<file path="src/xcpd_pkg.sv">
// xcpd_pkg: types and constants shared by the XOR-chain packet decoder.
// No dependencies; used by every module of the decoder.
`timescale 1ns / 1ps
`default_nettype none

package xcpd_pkg;

  localparam int unsigned APB_ADDR_W = 3;
  localparam int unsigned APB_DATA_W = 32;

  // Register index, taken from paddr[2]
  localparam logic REG_STATIC_KEY = 1'b0;

  typedef struct packed {
    logic [7:0] in_byte;
    logic [7:0] random_key;
    logic       first_of_packet;
    logic       last_of_packet;
  } in_item_t;

  typedef struct packed {
    logic [7:0] out_byte;
    logic       out_last;
    logic       checksum_ok;
  } out_item_t;

  // Entry handed from the front end to the back end: first mask already applied.
  typedef struct packed {
    logic [7:0] mid_byte;
    logic [7:0] position;
    logic [7:0] random_key;
    logic       first;
    logic       last;
  } q_entry_t;

  // Queue head as seen by the back end
  typedef struct packed {
    logic     valid;
    q_entry_t entry;
  } q_head_t;

endpackage : xcpd_pkg

`default_nettype wire

</file>
<file path="src/xcpd_front.sv">
// xcpd_front: accepts input transactions, tracks position and previous
// cipher byte, applies the first (static-key) mask. Uses xcpd_pkg.
`timescale 1ns / 1ps
`default_nettype none

module xcpd_front (
  input  wire logic              clk,
  input  wire logic              rst_n,
  input  wire logic              accept,
  input  wire xcpd_pkg::in_item_t item,
  input  wire logic [7:0]        static_key,
  output xcpd_pkg::q_entry_t     entry
);

  logic [7:0] prev_cipher_r, prev_cipher_nxt;
  logic [7:0] pos_r, pos_nxt;
  logic [7:0] pc_eff;
  logic [7:0] n;

  always_comb begin
    // a packet start restarts the chain
    pc_eff = item.first_of_packet ? 8'd0 : prev_cipher_r;
    n      = item.first_of_packet ? 8'd1 : 8'(pos_r + 8'd1);

    entry.mid_byte   = item.in_byte ^ 8'(pc_eff + static_key + n);
    entry.position   = n;
    entry.random_key = item.random_key;
    entry.first      = item.first_of_packet;
    entry.last       = item.last_of_packet;

    prev_cipher_nxt = accept ? item.in_byte : prev_cipher_r;
    pos_nxt         = accept ? n : pos_r;
  end

  always_ff @(posedge clk) begin
    if (!rst_n) begin
      prev_cipher_r <= 8'd0;
      pos_r         <= 8'd0;
    end else begin
      prev_cipher_r <= prev_cipher_nxt;
      pos_r         <= pos_nxt;
    end
  end

endmodule : xcpd_front

`default_nettype wire

</file>
<file path="src/xcpd_queue.sv">
// xcpd_queue: small FIFO between the front and back ends of the decoder.
// Uses xcpd_pkg.
`timescale 1ns / 1ps
`default_nettype none

module xcpd_queue #(
  parameter int unsigned DEPTH = 2
) (
  input  wire logic               clk,
  input  wire logic               rst_n,
  input  wire logic               push,
  input  wire xcpd_pkg::q_entry_t push_entry,
  input  wire logic               pop,
  output logic                    full,
  output xcpd_pkg::q_head_t       head
);

  localparam int unsigned PTR_W = (DEPTH > 1) ? $clog2(DEPTH) : 1;
  localparam int unsigned CNT_W = $clog2(DEPTH + 1);
  localparam logic [PTR_W-1:0] LAST_PTR = PTR_W'(DEPTH - 1);
  localparam logic [CNT_W-1:0] FULL_CNT = CNT_W'(DEPTH);

  xcpd_pkg::q_entry_t mem [DEPTH];

  logic [PTR_W-1:0] wr_ptr_r, wr_ptr_nxt;
  logic [PTR_W-1:0] rd_ptr_r, rd_ptr_nxt;
  logic [CNT_W-1:0] count_r, count_nxt;

  always_comb begin
    full       = (count_r == FULL_CNT);
    head.valid = (count_r != '0);
    head.entry = mem[rd_ptr_r];

    wr_ptr_nxt = wr_ptr_r;
    rd_ptr_nxt = rd_ptr_r;
    count_nxt  = count_r;
    if (push) begin
      wr_ptr_nxt = (wr_ptr_r == LAST_PTR) ? '0 : PTR_W'(wr_ptr_r + 1'b1);
    end
    if (pop) begin
      rd_ptr_nxt = (rd_ptr_r == LAST_PTR) ? '0 : PTR_W'(rd_ptr_r + 1'b1);
    end
    if (push && !pop) begin
      count_nxt = CNT_W'(count_r + 1'b1);
    end else if (pop && !push) begin
      count_nxt = CNT_W'(count_r - 1'b1);
    end
  end

  always_ff @(posedge clk) begin
    if (push) begin
      mem[wr_ptr_r] <= push_entry;
    end
  end

  always_ff @(posedge clk) begin
    if (!rst_n) begin
      wr_ptr_r <= '0;
      rd_ptr_r <= '0;
      count_r  <= '0;
    end else begin
      wr_ptr_r <= wr_ptr_nxt;
      rd_ptr_r <= rd_ptr_nxt;
      count_r  <= count_nxt;
    end
  end

endmodule : xcpd_queue

`default_nettype wire

</file>
<file path="src/xcpd_back.sv">
// xcpd_back: applies the second (packet-key) mask, keeps the payload sum and
// checksum, and holds the result in an output register. Uses xcpd_pkg.
`timescale 1ns / 1ps
`default_nettype none

module xcpd_back (
  input  wire logic              clk,
  input  wire logic              rst_n,
  input  wire xcpd_pkg::q_head_t head,
  output logic                   pop,
  output logic                   out_valid,
  input  wire logic              out_stall,
  output xcpd_pkg::out_item_t    out_data
);

  logic [7:0] prev_plain_r, prev_plain_nxt;
  logic [7:0] key_r, key_nxt;
  logic [7:0] sum_r, sum_nxt;
  logic [7:0] held_r, held_nxt;
  logic       out_valid_r, out_valid_nxt;
  xcpd_pkg::out_item_t out_r, out_nxt;

  logic [7:0] pp_eff;
  logic [7:0] dec;

  always_comb begin
    pop = head.valid && (!out_valid_r || !out_stall);

    pp_eff = head.entry.first ? 8'd0 : prev_plain_r;
    key_nxt = head.entry.first ? head.entry.random_key : key_r;
    dec = head.entry.mid_byte ^ 8'(pp_eff + key_nxt + head.entry.position);

    prev_plain_nxt = prev_plain_r;
    sum_nxt        = sum_r;
    held_nxt       = held_r;
    out_nxt        = out_r;
    out_valid_nxt  = out_valid_r && out_stall;

    if (pop) begin
      prev_plain_nxt = head.entry.mid_byte;
      if (head.entry.first) begin
        held_nxt = dec;
        sum_nxt  = 8'd0;
      end else begin
        sum_nxt  = 8'(sum_r + dec);
      end
      out_nxt.out_byte    = dec;
      out_nxt.out_last    = head.entry.last;
      out_nxt.checksum_ok = head.entry.last && (sum_nxt == held_nxt);
      out_valid_nxt       = 1'b1;
    end else begin
      key_nxt = key_r;
    end
  end

  always_ff @(posedge clk) begin
    if (!rst_n) begin
      prev_plain_r <= 8'd0;
      key_r        <= 8'd0;
      sum_r        <= 8'd0;
      held_r       <= 8'd0;
      out_valid_r  <= 1'b0;
    end else begin
      prev_plain_r <= prev_plain_nxt;
      key_r        <= key_nxt;
      sum_r        <= sum_nxt;
      held_r       <= held_nxt;
      out_valid_r  <= out_valid_nxt;
    end
  end

  always_ff @(posedge clk) begin
    out_r <= out_nxt;
  end

  assign out_valid = out_valid_r;
  assign out_data  = out_r;

endmodule : xcpd_back

`default_nettype wire

</file>
<file path="src/xor_chain_packet_decoder_unit.sv">
// Channel  | Direction | Handshake          | Payload
// in_      | input     | in_valid/in_stall   | xcpd_pkg::in_item_t
// out_     | output    | out_valid/out_stall | xcpd_pkg::out_item_t
// cfg APB  | input     | psel/penable/pready | static_key at address 0
//
// One transaction per cycle in steady state while out_stall stays low; out_valid rises
// after acceptance once the entry has been written to the queue and then to the output register.
// The queue of QUEUE_DEPTH entries lets input proceed while a result is stalled.
// rst_n is synchronous; reset clears the chain state and static_key.
// Depends on xcpd_pkg, xcpd_front, xcpd_queue, xcpd_back.
`timescale 1ns / 1ps
`default_nettype none

module xor_chain_packet_decoder_unit #(
  parameter int unsigned QUEUE_DEPTH = 2
) (
  input  wire logic                                clk,
  input  wire logic                                rst_n,
  input  wire logic                                in_valid,
  output logic                                     in_stall,
  input  wire xcpd_pkg::in_item_t                  in_data,
  output logic                                     out_valid,
  input  wire logic                                out_stall,
  output xcpd_pkg::out_item_t                      out_data,
  input  wire logic                                psel,
  input  wire logic                                penable,
  input  wire logic                                pwrite,
  input  wire logic [xcpd_pkg::APB_ADDR_W-1:0]     paddr,
  input  wire logic [xcpd_pkg::APB_DATA_W-1:0]     pwdata,
  output logic [xcpd_pkg::APB_DATA_W-1:0]          prdata,
  output logic                                     pready
);

  logic [7:0] static_key_r, static_key_nxt;
  logic       cfg_wr;
  logic       in_accept;
  logic       q_full;
  logic       q_pop;
  xcpd_pkg::q_entry_t front_entry;
  xcpd_pkg::q_head_t  q_head;

  assign pready = 1'b1;
  assign cfg_wr = psel && penable && pwrite && pready;

  always_comb begin
    static_key_nxt = static_key_r;
    if (cfg_wr && (paddr[2] == xcpd_pkg::REG_STATIC_KEY)) begin
      static_key_nxt = pwdata[7:0];
    end
    prdata = '0;
    if (paddr[2] == xcpd_pkg::REG_STATIC_KEY) begin
      prdata = {{(xcpd_pkg::APB_DATA_W-8){1'b0}}, static_key_r};
    end
  end

  always_ff @(posedge clk) begin
    if (!rst_n) begin
      static_key_r <= 8'd0;
    end else begin
      static_key_r <= static_key_nxt;
    end
  end

  assign in_stall  = q_full;
  assign in_accept = in_valid && !q_full;

  xcpd_front u_front (
    .clk        (clk),
    .rst_n      (rst_n),
    .accept     (in_accept),
    .item       (in_data),
    .static_key (static_key_r),
    .entry      (front_entry)
  );

  xcpd_queue #(
    .DEPTH (QUEUE_DEPTH)
  ) u_queue (
    .clk        (clk),
    .rst_n      (rst_n),
    .push       (in_accept),
    .push_entry (front_entry),
    .pop        (q_pop),
    .full       (q_full),
    .head       (q_head)
  );

  xcpd_back u_back (
    .clk       (clk),
    .rst_n     (rst_n),
    .head      (q_head),
    .pop       (q_pop),
    .out_valid (out_valid),
    .out_stall (out_stall),
    .out_data  (out_data)
  );

endmodule : xor_chain_packet_decoder_unit

`default_nettype wire

</file>
<file path="config.mk">
export PLATFORM = sky130hd
export DESIGN_NAME = xor_chain_packet_decoder_unit
export DESIGN_NICKNAME = d
export VERILOG_FILES = /design/src/xcpd_pkg.sv /design/src/xcpd_front.sv /design/src/xcpd_queue.sv /design/src/xcpd_back.sv /design/src/xor_chain_packet_decoder_unit.sv
export SDC_FILE = /design/constraint.sdc
export NUM_CORES = 1
export LEC_CHECK = 0
export ABC_AREA = 0
export BUFFER_PORTS_ARGS = -buffer_cell sky130_fd_sc_hd__buf_4
export CORE_ASPECT_RATIO = 1.2
export CORE_MARGIN = 10
export CORE_UTILIZATION = 55
export DETAILED_ROUTE_END_ITERATION = 8
export GPL_ROUTABILITY_DRIVEN = 0
export PLACE_DENSITY = 0.86
export SLEW_MARGIN = 20
export SYNTH_ARGS = -nofsm -noshare
export SYNTH_HDL_FRONTEND = slang
export SYNTH_HIERARCHICAL = 1
export SYNTH_SLANG_ARGS = --single-unit
</file>
<file path="constraint.sdc">
create_clock -name clk -period 5.4 [get_ports clk]
set_input_delay 0 -clock clk [delete_from_list [all_inputs] [get_ports clk]]
set_output_delay 0 -clock clk [all_outputs]
set_load 0.005 [all_outputs]
</file>
**Yosys cells after proc, flatten, opt, wreduce, memory -nomap -nowiden**

Memories as Yosys holds them, arrays and structs flattened. A register that Yosys moved wholly into a read port is not among the register bits.
Cells that the tools add are included.

- Bits in registers: 71
- Latch bits: 0
- Memory bits (writable): 52
- ROM bits: 0
- Input port bits: 60
- Output and inout port bits: 45
- Logic and storage cells: 65
- Memories: 1

- $add $sub $neg: 10
- Multipliers: 0
- Div/mod/pow operators: 0
- Magnitude comparators: 0
- Equality and inequality tests: 2
- Shifts and indexed selects: 0
- Muxes and demuxes: 18
- Bitwise operators: 3
- Reduce and logical (&&, ||, !) cells: 17

Memory list:

| name | depth | bits a word | rd ports | clocked after Yosys merged registers in | wr ports | line | RTL |
|---|---|---|---|---|---|---|---|
| u_queue.mem | 2 | 26 | 1 | 1 | 1 | xcpd_queue.sv:23 | `xcpd_pkg::q_entry_t mem [DEPTH];` |

Operator list:

| kind | number |
|---|---|
| 8-bit 2-to-1 mux | 9 |
| 8-bit adder | 5 |
| 8-bit XOR | 2 |
| 1-bit logical AND | 9 |
| 8-bit by 1-bit adder with 8-bit output, second input constant | 1 |
| 8-bit == test | 1 |
| 1-bit 2-to-1 mux | 7 |
| 1-bit logical NOT | 5 |
| 2-bit 2-to-1 mux | 2 |
| 2-bit nonzero test | 2 |
| 1-bit adder, second input constant | 2 |
| 2-bit by 1-bit adder with 2-bit output, second input constant | 1 |
| 2-bit == test, second input constant | 1 |
| 2-bit by 1-bit subtractor with 2-bit output, second input constant | 1 |
| 1-bit logical OR | 1 |
| 1-bit NOT | 1 |

**Depth between registers and ports, before layout**

- Depth in word-level cells: 9
- Mapped depth: 22
- Gate-level depth less buffers: 16

**Hierarchy**

Netlist, hierarchy kept.

By module, submodules not included:

| module | instances | cells each | area each (um^2) | seq. area each (um^2) |
|---|---|---|---|---|
| xcpd_back | 1 | 288 | 2705.1 | 960.9 |
| xcpd_queue | 1 | 103 | 2103.3 | 1661.6 |
| xcpd_front | 1 | 136 | 1332.5 | 320.3 |
| xor_chain_packet_decoder_unit | 1 | 72 | 603.1 | 160.2 |

**Worst setup path before layout**

Ideal clock, no wire load.

- Kind: reg-to-reg
- Start: register (tool-made name)
- End: register u_back.out_r (netlist bit u_back/out_data[0]) (data pin)
- Library setup time: 0.170 ns
- Arrival time: 4.691 ns
- Data required time: 5.230 ns
- Setup slack: 0.539 ns
- Stages on the path, launching flop included: 22
- Buffers on the path: 5
- Clock period less this slack: 4.861 ns
- Path through: dfxtp_1 buf_2 buf_6 mux2_2 buf_2 buf_1 mux2_2 fa_1 ha_1 inv_1 fa_1 nand2b_1 a21oi_1 xnor2_1 ha_1 clkbuf_2 o211ai_1 and3_1 a211oi_2 mux2i_1 xor2_1 nor4_2

RTL lines:

| what | line | RTL |
|---|---|---|
| end signal, assigned | xcpd_back.sv:73 | `out_r <= out_nxt;` |
| end, declared | xcpd_back.sv:21 | `xcpd_pkg::out_item_t out_r, out_nxt;` |

==> key figures <==
Route
  – Vias per cell: 5.318
  – Vias: 4478
  – DRC viols: 0
  – Initial DRC count: 194
  – Post-Route WL: 13810 um
  – ANT nets after route: 0
  – First drt pass iteration count: 4
  – Drt wl/cell: 16.40 um

GRT
  – Total track usage: 16.57%
  – First-pass GRT wire length: 22540 um
  – Vias in the first global route: 4789
  – Initial antenna violation count: 0
  – GRT overflow: 0
  – Largest net degree at the start of global routing: 72

Floorplan
  – Die area: 0.01711 mm2
  – # rows: 44
  – DIE HEIGHT: 141.3 um
  – I/O pin count: 105
  – Die span in x: 121.1 um
  – Core ar.: 0.01206 mm2
  – Starting Density: 55.94%

Job
  – Maxcap violations: 0

Power
  – Comb power frac: 50.1%
  – Seq pwr share: 27.8%
  – Int Power: 2.967 mW
  – PnR Total Power: 4.873 mW
  – Static Leak: 3.192 nW
  – VDD IR max: 0.2800 mV
  – Clk pwr share: 22.1%
  – Sw Share: 39.11%
  – Power density over cell area: 614.9 mW/mm2
  – Psw: 1.906 mW

Clock tree
  – CTS tree: yes
  – Hold_buf cts: 27
  – Clk_lat worst skew: 0.42 ns
  – CTS resizes: 0
  – Clk root buf: clkbuf_16
  – CTS Buf Count: 17
  – Largest buffer count on any clock path: 2
  – Clock Pin Slew Worst Setup and Hold Paths: 0.06 ns
  – CTS H-tree depth: 4
  – Sink Count: 124
  – # Post-CTS Setup Buffers: 0

Setup path
  – Worst setup path class: flop to flop
  – Reg2Reg Depth: 17
  – Capture point of the worst reg-to-reg path: u_back/out_data[0]
  – Max FO, Critical Path: 15
  – Worst Setup End Kind: flop
  – Worst reg2reg setup slack: 0.34 ns
  – Crit path required time: 5.63 ns
  – CP arrival: 5.30 ns
  – Worst Setup Start Kind: flop

STA
  – Endpoints failing hold: 0
  – Slew headroom: 25.88%
  – Worst slew pin tran: 1.109 ns
  – Fmax: 0.1975 GHz
  – Slew Limit Fails: 0
  – Final period util: 93.75%
  – Minimum clock period: 5.063 ns
  – Min Hold Slack: 0.1335 ns
  – Skew final: 0.005832 ns
  – Final setup vio count: 0
  – Fin worst setup slack: 0.3374 ns
  – Final setup TNS: 0 ns
  – RSZ-0062 raised after global routing: false

Hold path
  – Worst min path class: input port to flop
  – Hold Path End: static_key_r[5]
  – Hold depth: 3
  – Hold Crit Start: rst_n

Synth
  – Post-synth ARST share: 0%
  – Primary FF master, synth: edfxtp_1
  – Top-count cell post-synth: nand2_1
  – Yosys reg bits: 124
  – Syn Area/Cell: 11.26 um2
  – Top cells by area, synth: edfxtp_1, dfxtp_1, mux2_2
  – Post-Synthesis Cells: 599
  – Post-synthesis cell type count: 61
  – Synth top area share: 27.61%
  – Part of the Yosys area used for sequential elements: 46.01%
  – EDFF count, synth: 62
  – Post-Syn Area: 0.006744 mm2
  – Area leader, netlist: edfxtp_1
  – Synth top cells by count: nand2_1, dfxtp_1, edfxtp_1, nor2b_1, mux2_2
  – Yosys warning count: 6

Cells and area
  – # diodes: 0
  – Fraction of layout cells with a size suffix above 1: 22.17%
  – Final core occ: 65.73%
  – Fillers: 824
  – Area Overhead vs Synth: 17.51%
  – Net count, final: 766

Placed design
  – Place WS: 0.4494 ns
  – Count of input and output buffers: 53
  – DP HPWL: 9309 um

Run status
  – Status: finished, final reports clean
[critical path: stages (launching register included)]
cell      delay (ns)
dfxtp_1         0.36
buf_4           0.27
mux2_2          0.36
mux2_2          0.29
fa_1            0.51
ha_1            0.16
inv_1           0.05
fa_1            0.41
nand2b_1        0.16
a21oi_1         0.24
xnor2_1         0.19
ha_1            0.47
o211ai_1        0.17
and3_1          0.23
a211oi_2        0.25
mux2i_1         0.32
xor2_1          0.12
nor4_2          0.30
[stage by stage]
step	instance area, um2	cells
5_1_grt	7925	842
4_1_cts	7925	842
2_1_floorplan	6830	622
3_5_place_dp	7096	783
6_report	7925	842
3_3_place_gp	7096	783
[per-layer routing]
layer / vias to the layer above / wire length [um] / GRT usage [%]
met2: 147 / 7181 / 28.60
met1: 2146 / 5318 / 17.15
met3: 39 / 721 / 4.684
met5: - / 0 / 0
met4: 0 / 583 / 10.88
li1: 2146 / - / -
[cell usage in the layout, fill, tap and decap left out, types with 17 or more instances in the layout]
| cell type | netlist | layout |
|---|---|---|
| xnor2_1 | 32 | 32 |
| conb_1 | 2 | 25 |
| nor2b_1 | 39 | 37 |
| dlygate4sd3_1 | 0 | 27 |
| ha_1 | 21 | 21 |
| edfxtp_1 | 62 | 62 |
| mux2_2 | 36 | 36 |
| a21boi_0 | 22 | 22 |
| dfxtp_1 | 62 | 62 |
| clkbuf_16 | 0 | 17 |
| mux2i_1 | 24 | 24 |
| buf_4 | 35 | 59 |
| nand2_1 | 74 | 74 |
| fa_1 | 17 | 17 |
[final cells by class]
type                            instances  area, um2  share of cell area (%)
Clock inverter                         13      126.4                   1.595
Tap cell                              161      201.4                   2.542
Clock buffer                           19      432.9                   5.463
Multi-Input combinational cell        424       3292                   41.54
Timing Repair Buffer                   86      713.2                   8.999
Inverter                               15      56.30                  0.7105
Sequential cell                       124       3103                   39.15
[worst max path at each step]
stage	from	endpoint	slack [ns]	cells after the start
after global routing	flop	u_back/out_data[0]	0.1	17
final	flop	u_back/out_data[0]	0.34	17
after detailed placement	flop	u_back/out_data[0]	0.45	17
after global placement	flop	u_back/out_data[0]	0.66	17
after CTS	flop	u_back/out_data[0]	0.37	17
after floorplan	flop	u_back/out_data[0]	0.54	21
[power groups by stage]
stage	logic [mW]	registers (mW)	clock network, mW
2_1_floorplan	1.82	1.35	0
3_3_place_gp	2.22	1.36	0
3_5_place_dp	2.34	1.37	0
4_1_cts	2.42	1.35	1.09
5_1_grt	2.67	1.38	1.13
6_report	2.44	1.36	1.08
[kinds of logic after synthesis]
group,count (synthesis),synth area share (%)
DFF,124,46.01
adders and majority gates,38,8.943
buffers and inverters,74,6.530
muxes,60,9.573
and+or+nand+nor,177,13.99
xor gates and xnor gates,49,6.698
AOI/OAI and AO/OA,75,8.145
other,2,0.1114
[sequential cells by signal, indices dropped and copies added, names as in the netlist, named ones only]
| name | count |
|---|---|
| u_back/held_r | 8 |
| u_back/key_r | 8 |
| u_back/sum_r | 8 |
| static_key_r | 8 |
| u_queue/mem | 52 |
| u_back/out_data | 10 |
| u_front/prev_cipher_r | 8 |
| u_back/prev_plain_r | 8 |
| u_front/pos_r | 8 |
| u_queue/wr_ptr_r | 1 |
| u_queue/rd_ptr_r | 1 |
| u_back/out_valid | 1 |
| u_queue/count_r | 2 |
(Power assumes the default switching activity.)
